--- src/rtl/wpd_pkg.sv ---
// ----------------------------------------------------------------------------
// wpd_pkg
// Shared types and constants for the WAV PCM to DAC sample parser.
// ----------------------------------------------------------------------------
package wpd_pkg;

	// result kinds
	localparam logic [1:0] EV_START  = 2'd0;
	localparam logic [1:0] EV_SAMPLE = 2'd1;
	localparam logic [1:0] EV_END    = 2'd2;
	localparam logic [1:0] EV_REJECT = 2'd3;

	// chunk tags, first byte in the top lane
	localparam logic [31:0] TAG_RIFF = 32'h5249_4646;
	localparam logic [31:0] TAG_WAVE = 32'h5741_5645;
	localparam logic [31:0] TAG_FMT  = 32'h666D_7420;
	localparam logic [31:0] TAG_DATA = 32'h6461_7461;

	localparam logic [31:0] FMT_MIN_LEN = 32'd16;
	localparam logic [15:0] PCM_TAG     = 16'd1;
	localparam logic [7:0]  DAC_MID     = 8'd128;

	// result queue: one byte makes at most two results
	localparam int EVQ_DEPTH = 4;
	localparam int EVQ_AW    = $clog2(EVQ_DEPTH);

	typedef struct packed {
		logic [1:0]  kind;
		logic [7:0]  sample;
		logic [31:0] rate;
		logic        last;
	} event_t;

endpackage

--- src/rtl/wpd_byte_if.sv ---
// ----------------------------------------------------------------------------
// wpd_byte_if
// Byte request channel: one file byte plus its end-of-file mark.
// ----------------------------------------------------------------------------
interface wpd_byte_if;
	logic       valid;
	logic       ready;
	logic [7:0] data_byte;
	logic       end_of_file;

	modport source (output valid, output data_byte, output end_of_file, input ready);
	modport sink   (input valid, input data_byte, input end_of_file, output ready);
endinterface

--- src/rtl/wpd_event_if.sv ---
// ----------------------------------------------------------------------------
// wpd_event_if
// Result request channel: stream start, sample, stream end or reject.
// ----------------------------------------------------------------------------
interface wpd_event_if;
	logic        valid;
	logic        ready;
	logic [1:0]  event_kind;
	logic [7:0]  dac_sample;
	logic [31:0] stream_rate;
	logic        last_of_run;

	modport source (output valid, output event_kind, output dac_sample, output stream_rate,
		output last_of_run, input ready);
	modport sink   (input valid, input event_kind, input dac_sample, input stream_rate,
		input last_of_run, output ready);
endinterface

--- src/rtl/wav_pcm_stream_to_dac_samples_unit.sv ---
// ----------------------------------------------------------------------------
// wav_pcm_stream_to_dac_samples_unit
// Parses a RIFF/WAVE file byte by byte and turns its PCM data chunk into
// stream start, 8-bit DAC samples (first channel) and stream end, or a reject.
// ----------------------------------------------------------------------------
//  channel     dir   request payload
//  file_bytes  in    data_byte[7:0], end_of_file
//  events      out   event_kind[1:0], dac_sample[7:0], stream_rate[31:0], last_of_run
//
//  One byte per cycle sustained while the queue has room: a byte is held in the
//  input stage, the parser updates its state and pushes up to two results into a
//  4-entry queue, from which a byte's first result is then offered.
//  The input stage advances while the queue has room for two results, so a
//  stalled sink backs up into file_bytes.ready once fewer than two entries are free.
//  arst_n clears parser state and the queue; no clearing pass is needed.
// ----------------------------------------------------------------------------
module wav_pcm_stream_to_dac_samples_unit (
	input  logic               clk,
	input  logic               arst_n,
	wpd_byte_if.sink           file_bytes,
	wpd_event_if.source        events
);

	typedef enum logic [2:0] {
		PH_HDR,
		PH_CHDR,
		PH_FMT,
		PH_SKIP,
		PH_DATA,
		PH_WAIT
	} phase_t;

	// input stage
	logic       valid_s1;
	logic [7:0] byte_s1;
	logic       eof_s1;

	// parser state
	phase_t      phase_q, phase_n;
	logic [4:0]  group_q, group_n;
	logic [31:0] tag_q, tag_n;
	logic [31:0] clen_q, clen_n;
	logic [32:0] skip_q, skip_n;
	logic        fmt_seen_q, fmt_seen_n;
	logic [15:0] chans_q, chans_n;
	logic [15:0] bits_q, bits_n;
	logic [31:0] rate_q, rate_n;
	logic [31:0] data_left_q, data_left_n;
	logic [16:0] frame_pos_q, frame_pos_n;
	logic [7:0]  first_low_q, first_low_n;

	// results of the current byte
	wpd_pkg::event_t ev0, ev1;
	logic [1:0]      ev_cnt;

	// result queue
	wpd_pkg::event_t                evq_q [wpd_pkg::EVQ_DEPTH];
	logic [wpd_pkg::EVQ_AW-1:0]     wr_ptr_q, rd_ptr_q;
	logic [wpd_pkg::EVQ_AW:0]       count_q;

	logic advance;
	logic pop;

	assign advance = valid_s1 && (count_q <= (wpd_pkg::EVQ_AW+1)'(wpd_pkg::EVQ_DEPTH - 2));
	assign pop     = events.valid && events.ready;

	assign file_bytes.ready = !valid_s1 || advance;

	always_ff @(posedge clk or negedge arst_n) begin
		if (!arst_n) begin
			valid_s1 <= 1'b0;
		end else if (file_bytes.ready) begin
			valid_s1 <= file_bytes.valid;
		end
	end

	always_ff @(posedge clk) begin
		if (file_bytes.valid && file_bytes.ready) begin
			byte_s1 <= file_bytes.data_byte;
			eof_s1  <= file_bytes.end_of_file;
		end
	end

	// next-state and result logic for the byte in the input stage
	always_comb begin
		logic        reject;
		logic [31:0] tag_sh;
		logic [32:0] skip_amt;
		logic        go_skip;
		logic        data_ok;
		logic [16:0] stride;
		logic [16:0] fp_inc;
		logic [7:0]  q;

		phase_n     = phase_q;
		group_n     = group_q;
		tag_n       = tag_q;
		clen_n      = clen_q;
		skip_n      = skip_q;
		fmt_seen_n  = fmt_seen_q;
		chans_n     = chans_q;
		bits_n      = bits_q;
		rate_n      = rate_q;
		data_left_n = data_left_q;
		frame_pos_n = frame_pos_q;
		first_low_n = first_low_q;

		ev0    = '0;
		ev1    = '0;
		ev_cnt = 2'd0;

		reject   = 1'b0;
		go_skip  = 1'b0;
		skip_amt = '0;
		tag_sh   = {tag_q[23:0], byte_s1};
		data_ok  = fmt_seen_q && (rate_q != 32'd0) && (chans_q != 16'd0) &&
			(bits_q == 16'd8 || bits_q == 16'd16);
		stride   = bits_q[4] ? {chans_q, 1'b0} : {1'b0, chans_q};
		fp_inc   = frame_pos_q + 17'd1;
		q        = '0;

		unique case (phase_q)
			PH_HDR: begin
				tag_n = tag_sh;
				if (group_q == 5'd3 && tag_sh != wpd_pkg::TAG_RIFF) begin
					clen_n = 32'd1;
				end
				if (group_q >= 5'd11) begin
					if (clen_n != 32'd0 || tag_sh != wpd_pkg::TAG_WAVE || eof_s1) begin
						reject = 1'b1;
					end else begin
						go_skip = 1'b1;
					end
				end else begin
					group_n = group_q + 5'd1;
					reject  = eof_s1;
				end
			end
			PH_CHDR: begin
				if (group_q < 5'd4) begin
					tag_n = tag_sh;
					if (group_q == 5'd0) begin
						clen_n = '0;
					end
				end else begin
					unique case (group_q[1:0])
						2'd0: clen_n[7:0]   = clen_q[7:0]   | byte_s1;
						2'd1: clen_n[15:8]  = clen_q[15:8]  | byte_s1;
						2'd2: clen_n[23:16] = clen_q[23:16] | byte_s1;
						2'd3: clen_n[31:24] = clen_q[31:24] | byte_s1;
						default: ;
					endcase
				end
				if (group_q < 5'd7) begin
					group_n = group_q + 5'd1;
					reject  = eof_s1;
				end else begin
					group_n = '0;
					if (tag_n == wpd_pkg::TAG_FMT) begin
						if (clen_n < wpd_pkg::FMT_MIN_LEN || eof_s1) begin
							reject = 1'b1;
						end else begin
							tag_n   = '0;
							phase_n = PH_FMT;
						end
					end else if (tag_n == wpd_pkg::TAG_DATA) begin
						if (!data_ok) begin
							reject = 1'b1;
						end else if (eof_s1 || clen_n == 32'd0) begin
							phase_n = PH_WAIT;
						end else begin
							ev0.kind    = wpd_pkg::EV_START;
							ev0.rate    = rate_q;
							ev_cnt      = 2'd1;
							data_left_n = clen_n;
							frame_pos_n = '0;
							phase_n     = PH_DATA;
						end
					end else if (eof_s1) begin
						reject = 1'b1;
					end else begin
						go_skip  = 1'b1;
						skip_amt = {1'b0, clen_n} + {32'd0, clen_n[0]};
					end
				end
			end
			PH_FMT: begin
				unique case (group_q)
					5'd0:    tag_n = {24'd0, byte_s1};
					5'd1:    tag_n = {16'd0, byte_s1, tag_q[7:0]};
					5'd2:    chans_n = {8'd0, byte_s1};
					5'd3:    chans_n = {byte_s1, chans_q[7:0]};
					5'd4:    rate_n = {24'd0, byte_s1};
					5'd5:    rate_n[15:8] = byte_s1;
					5'd6:    rate_n[23:16] = byte_s1;
					5'd7:    rate_n[31:24] = byte_s1;
					5'd14:   bits_n = {8'd0, byte_s1};
					5'd15:   bits_n = {byte_s1, bits_q[7:0]};
					default: ;
				endcase
				if (group_q < 5'd15) begin
					group_n = group_q + 5'd1;
					reject  = eof_s1;
				end else if (tag_q != {16'd0, wpd_pkg::PCM_TAG} || eof_s1) begin
					reject = 1'b1;
				end else begin
					fmt_seen_n = 1'b1;
					go_skip    = 1'b1;
					skip_amt   = {1'b0, clen_q - wpd_pkg::FMT_MIN_LEN} + {32'd0, clen_q[0]};
				end
			end
			PH_SKIP: begin
				if (skip_q != 33'd0) begin
					skip_n = skip_q - 33'd1;
				end
				if (eof_s1) begin
					reject = 1'b1;
				end else if (skip_n == 33'd0) begin
					go_skip = 1'b1;
				end
			end
			PH_DATA: begin
				if (frame_pos_q == 17'd0) begin
					first_low_n = byte_s1;
				end else if (bits_q[4] && frame_pos_q == 17'd1) begin
					// signed word / 256 toward zero, then recenter
					q = byte_s1 + {7'd0, byte_s1[7] && first_low_q != 8'd0};
					first_low_n = q + wpd_pkg::DAC_MID;
				end
				frame_pos_n = fp_inc;
				if (fp_inc >= stride) begin
					ev0.kind    = wpd_pkg::EV_SAMPLE;
					ev0.sample  = first_low_n;
					ev_cnt      = 2'd1;
					frame_pos_n = '0;
				end
				if (data_left_q != 32'd0) begin
					data_left_n = data_left_q - 32'd1;
				end
				if (data_left_n == 32'd0 || eof_s1) begin
					if (ev_cnt == 2'd0) begin
						ev0.kind = wpd_pkg::EV_END;
					end else begin
						ev1.kind = wpd_pkg::EV_END;
					end
					ev_cnt  = ev_cnt + 2'd1;
					phase_n = PH_WAIT;
				end
			end
			PH_WAIT: ;
			default: ;
		endcase

		if (go_skip) begin
			group_n = '0;
			tag_n   = '0;
			clen_n  = '0;
			skip_n  = skip_amt;
			phase_n = (skip_amt != 33'd0) ? PH_SKIP : PH_CHDR;
		end

		// a reject never shares its byte with another result
		if (reject) begin
			ev0.kind = wpd_pkg::EV_REJECT;
			ev_cnt   = 2'd1;
			phase_n  = PH_WAIT;
		end

		if (eof_s1) begin
			phase_n     = PH_HDR;
			group_n     = '0;
			tag_n       = '0;
			clen_n      = '0;
			skip_n      = '0;
			fmt_seen_n  = 1'b0;
			chans_n     = '0;
			bits_n      = '0;
			rate_n      = '0;
			data_left_n = '0;
			frame_pos_n = '0;
			first_low_n = '0;
		end

		if (ev_cnt == 2'd2) begin
			ev1.last = 1'b1;
		end else begin
			ev0.last = 1'b1;
		end
	end

	always_ff @(posedge clk or negedge arst_n) begin
		if (!arst_n) begin
			phase_q     <= PH_HDR;
			group_q     <= '0;
			tag_q       <= '0;
			clen_q      <= '0;
			skip_q      <= '0;
			fmt_seen_q  <= 1'b0;
			chans_q     <= '0;
			bits_q      <= '0;
			rate_q      <= '0;
			data_left_q <= '0;
			frame_pos_q <= '0;
			first_low_q <= '0;
		end else if (advance) begin
			phase_q     <= phase_n;
			group_q     <= group_n;
			tag_q       <= tag_n;
			clen_q      <= clen_n;
			skip_q      <= skip_n;
			fmt_seen_q  <= fmt_seen_n;
			chans_q     <= chans_n;
			bits_q      <= bits_n;
			rate_q      <= rate_n;
			data_left_q <= data_left_n;
			frame_pos_q <= frame_pos_n;
			first_low_q <= first_low_n;
		end
	end

	// result queue
	always_ff @(posedge clk) begin
		if (advance && ev_cnt != 2'd0) begin
			evq_q[wr_ptr_q] <= ev0;
			if (ev_cnt == 2'd2) begin
				evq_q[wr_ptr_q + wpd_pkg::EVQ_AW'(1)] <= ev1;
			end
		end
	end

	always_ff @(posedge clk or negedge arst_n) begin
		if (!arst_n) begin
			wr_ptr_q <= '0;
			rd_ptr_q <= '0;
			count_q  <= '0;
		end else begin
			if (advance) begin
				wr_ptr_q <= wr_ptr_q + wpd_pkg::EVQ_AW'(ev_cnt);
			end
			if (pop) begin
				rd_ptr_q <= rd_ptr_q + wpd_pkg::EVQ_AW'(1);
			end
			count_q <= count_q + (advance ? (wpd_pkg::EVQ_AW+1)'(ev_cnt) : '0)
				- (wpd_pkg::EVQ_AW+1)'(pop);
		end
	end

	assign events.valid       = (count_q != '0);
	assign events.event_kind  = evq_q[rd_ptr_q].kind;
	assign events.dac_sample  = evq_q[rd_ptr_q].sample;
	assign events.stream_rate = evq_q[rd_ptr_q].rate;
	assign events.last_of_run = evq_q[rd_ptr_q].last;

endmodule

--- src/flat_wrapper.sv ---
// flat-port wrapper written by rule: the top's interface ports become plain ports
module wav_pcm_stream_to_dac_samples_unit_flat 
  (clk, arst_n, file_bytes_valid, file_bytes_data_byte, file_bytes_end_of_file, file_bytes_ready, events_valid, events_event_kind, events_dac_sample, events_stream_rate, events_last_of_run, events_ready);
  wpd_byte_if file_bytes_i ();
  wpd_event_if events_i ();
  input  logic clk;
  input  logic arst_n;
  input wire logic [$bits(file_bytes_i.valid)-1:0] file_bytes_valid;
  input wire logic [$bits(file_bytes_i.data_byte)-1:0] file_bytes_data_byte;
  input wire logic [$bits(file_bytes_i.end_of_file)-1:0] file_bytes_end_of_file;
  output wire logic [$bits(file_bytes_i.ready)-1:0] file_bytes_ready;
  output wire logic [$bits(events_i.valid)-1:0] events_valid;
  output wire logic [$bits(events_i.event_kind)-1:0] events_event_kind;
  output wire logic [$bits(events_i.dac_sample)-1:0] events_dac_sample;
  output wire logic [$bits(events_i.stream_rate)-1:0] events_stream_rate;
  output wire logic [$bits(events_i.last_of_run)-1:0] events_last_of_run;
  input wire logic [$bits(events_i.ready)-1:0] events_ready;
  assign file_bytes_i.valid = file_bytes_valid;
  assign file_bytes_i.data_byte = file_bytes_data_byte;
  assign file_bytes_i.end_of_file = file_bytes_end_of_file;
  assign file_bytes_ready = file_bytes_i.ready;
  assign events_valid = events_i.valid;
  assign events_event_kind = events_i.event_kind;
  assign events_dac_sample = events_i.dac_sample;
  assign events_stream_rate = events_i.stream_rate;
  assign events_last_of_run = events_i.last_of_run;
  assign events_i.ready = events_ready;
  wav_pcm_stream_to_dac_samples_unit u_core (.clk(clk), .arst_n(arst_n), .file_bytes(file_bytes_i), .events(events_i));
endmodule
--- config.mk ---
export PLATFORM = sky130hd
export DESIGN_NAME = wav_pcm_stream_to_dac_samples_unit_flat
export DESIGN_NICKNAME = d
export VERILOG_FILES = /design/src/rtl/wpd_pkg.sv /design/src/rtl/wpd_byte_if.sv /design/src/rtl/wpd_event_if.sv /design/src/rtl/wav_pcm_stream_to_dac_samples_unit.sv /design/src/flat_wrapper.sv
export SDC_FILE = /design/constraint.sdc
export NUM_CORES = 1
export LEC_CHECK = 0
export BUFFER_PORTS_ARGS = -buffer_cell sky130_fd_sc_hd__buf_2
export CORE_MARGIN = 4
export CORE_UTILIZATION = 30
export DETAILED_ROUTE_END_ITERATION = 16
export PLACE_DENSITY = 0.5
export REMOVE_ABC_BUFFERS = 1
export SYNTH_ARGS = -nofsm -noshare
export SYNTH_HDL_FRONTEND = slang
export SYNTH_SLANG_ARGS = --single-unit
--- constraint.sdc ---
create_clock -name clk -period 15.1 [get_ports clk]
set_input_delay 3.02 -clock clk [delete_from_list [all_inputs] [get_ports clk]]
set_output_delay 3.02 -clock clk [all_outputs]
set_load 0.03 [all_outputs]
==> results.md <==
* Crit path DAT at 6.50 ns
* Largest net degree at the start of global routing at just over 100
* Post-DR wirelength/cell at roughly 24 microns
* PortBufs at 57
* Post-CTS setup repair buffer count at 0
* Slew headroom at 22.5%
* Routed Wire Length at ~93 mm
* Max Freq at 162 MHz
* Slew Limit Fails at 0
* Mean Syn Cell Area at between 9 and 10 sq um
* Clk root buf: clkbuf_16
* Post-synth EDFFs at 17
* GRT overflow at 0
* Routed vias at 23196
* Num CTS Buffers at 49
* Worst setup EP type: register
* Setup WS post-layout at 8.94 ns
* Post-cts resize count at 0
* Hold-fix buffers at CTS at 0
* Worst path required time at 15.44 ns
* Drt first-iter violations at 2352
* Most frequent cells in the layout: 244 x nand2_1, 233 x dfrtp_1, 227 x nor2_1, 164 x dfxtp_1, 160 x o21ai_0
* Worst-Skew Late Latency at 0.62 ns
* Die H at 296 microns
* Clock-pin slew on the worst setup and hold paths at around 0.06 ns
* Vias in the first global route at 22408
* Max_cap viols at 0
* Chip Width at slightly below 300 microns
* Worst hold path class: register to register
* Share of cells above drive strength 1 at 10.5%
* CP top delay family: simple AND/OR/NAND/NOR gates
* I/O Pins at slightly below 60
* Area Growth Syn to Fin at 11.8%
* Leak at 0.0108 uW
* Tot GR Track Use at 20.5%
* Die ar. at 87600 sq um
* H-tree depth at 2
* CP max FO at 44
* CTS tree: built
* Final period utilization at 40.8%
* Slowest stage delay, CP at 0.93 ns
* Post-DP HPWL at 64.5 mm
* Drt pass-1 iters at 6
* CP startpoint kind: register
* Cell Pwr Density at a little over 200 nW/um^2
* Main synth FF type: dfrtp_1
* Crit-path cells: inv_1 > ha_1 > buf_4 > nor4b_4 > a21oi_1 > nor3_1 > nand3_1 > nor3_2 > a311oi_4 > buf_4 > a21oi_1 > nand2_1 > and3_2 > nor2_2 > buf_4 > inv_1
* Minimum clock period at approximately 6.2 ns
* Max VDD drop at ~120 uV
* First-pass GRT wire length at 141 mm
* Sum Neg Setup Slack at 0 ns
* Synth Instances at 2763
* Fin Hold WS at 0.463 ns
* Final hold violation count at 0
* Register area share after synthesis at 38.9%
* # setup viols final at 0
* Clock Path Buffers at 3
* Status: completed
* Number of buffers and inverters on the critical path at 5
* Final Wtd Congestion at 0.913
* CTS sink count at 416
* Initial Util at slightly above 30%
* CP dominant cell by count: buf_4
* Synthesized area at ~25000 sq um
* Distinct cells, synth at 95
* Fraction of registers with async set/reset at 56.5%
* Initial antenna violation count at 1
* DRC viols at 0
* Slew @ Worst Pin at 1.16 ns
* Nets at 2768
* Placed cell areas at 26200 sq um
* Type of the worst setup path: register to register
* Worst slack, placed at 9.08 ns
* Fin util at 33.9%
* Clock Skews at 0.0273 ns
* Final instance area at 27800 sq um
* Synth Register Bits at 416
* Core ar. at 82100 sq um
* Most common cell after layout, fill and taps aside: nand2_1
* Synth warn at 0
* Post-DRT Antenna Nets at 0
* Vias per cell at roughly 6
* Rows at between 100 and 150
* Slowest cell on crit path: nor4b_4
* RSZ-0062 raised after global routing: no
-- worst paths after layout --
path / slack [ns] / endpoint / depth (start not counted) / start
hold / removal: 0.46 / u_core.evq_q[0][22]$_SDFFE_PP0P_ / 1 / u_core.evq_q[0][22]$_SDFFE_PP0P_
setup reg to reg: 8.94 / u_core.evq_q[0][0]$_DFFE_PP_ / 16 / u_core.group_q[0]$_DFFE_PN0P_
setup / recovery: 8.94 / u_core.evq_q[0][0]$_DFFE_PP_ / 16 / u_core.group_q[0]$_DFFE_PN0P_
min in group asynchronous: 2.44 / u_core.data_left_q[4]$_DFFE_PN0P_ / 1 / arst_n
max in group asynchronous: 11.04 / u_core.wr_ptr_q[1]$_DFFE_PN0P_ / 2 / arst_n
hold reg to reg: 0.46 / u_core.evq_q[0][22]$_SDFFE_PP0P_ / 1 / u_core.evq_q[0][22]$_SDFFE_PP0P_
-- report_power, final --
part | total (uW) | internal, uW | switching, uW
clock network | 1220 | 709 | 509
logic | 2850 | 925 | 1930
registers | 1580 | 1300 | 276
-- Yosys cell counts (58+ instances only) --
| library cell | n | area (sq um) |
|---|---|---|
| xnor2_1 | 74 | 648 |
| dfrtp_1 | 235 | 5880 |
| a21oi_1 | 145 | 726 |
| clkbuf_1 | 160 | 601 |
| a32o_1 | 148 | 1480 |
| nor2_1 | 231 | 867 |
| o21ai_0 | 160 | 801 |
| mux2i_1 | 58 | 581 |
| nor4_1 | 75 | 469 |
| nand2_1 | 244 | 916 |
| dfxtp_1 | 164 | 3280 |
| nand3_1 | 73 | 365 |
| nor3_1 | 88 | 440 |
-- per-layer routing --
metal	GRT usage (%)	vias to the layer above	wire, microns
met5	0	-	0
met4	8.22	0	3980
met3	2.66	212	5580
met2	34.8	955	44100
met1	26.6	11570	38900
li1	-	10459	-
-- state kept, by name, summed over array words and instances, names as in the netlist, 3 cells and up --
register	count
u_core.count_q	3
u_core.phase_q	3
u_core.clen_q	32
u_core.evq_q	172
u_core.group_q	5
u_core.first_low_q	8
u_core.data_left_q	32
u_core.frame_pos_q	17
u_core.rate_q	32
u_core.chans_q	16
u_core.tag_q	32
u_core.byte_s1	8
u_core.bits_q	16
u_core.skip_q	33
-- worst reg2reg max path, delay by kind of cell (launching register included) --
family / cells / cell delay (ns)
buf+inv: 5 / 1.32
flops: 1 / 0.44
simple gates: 7 / 2.87
fa+ha+maj: 1 / 0.17
compound gates: 3 / 1.07
-- area by class of cell --
class / instances / area, sq um
Antenna cell: 1 / 2.50
Clock buffer: 77 / 1470
Clock inverter: 14 / 173
Fill cell: 8399 / 54300
Inverter: 58 / 218
Multi-Input combinational cell: 2074 / 14200
Sequential cell: 416 / 9680
Tap cell: 1070 / 1340
Timing Repair Buffer: 114 / 723
-- per-stage QoR --
| step | instances | power (uW) |
|---|---|---|
| after global routing | 3823 | 6010 |
| after CTS | 3823 | 5640 |
| after detailed placement | 3732 | 4400 |
| after floorplan | 2548 | 3420 |
| final | 3824 | 5650 |
| after global placement | 3732 | 4380 |
-- kinds of logic after synthesis --
group                    after synthesis  share of synthesized area, %
flip-flops                           416                          38.9
adder cells (fa/ha/maj)               42                          2.14
multiplexers                         102                          6.27
XOR/XNOR                             112                          3.94
AND/OR/NAND/NOR                      986                          20.5
AO/OA/AOI/OAI                        832                          23.9
buffers and inverters                273                          4.33
(Power assumes the default switching activity.)
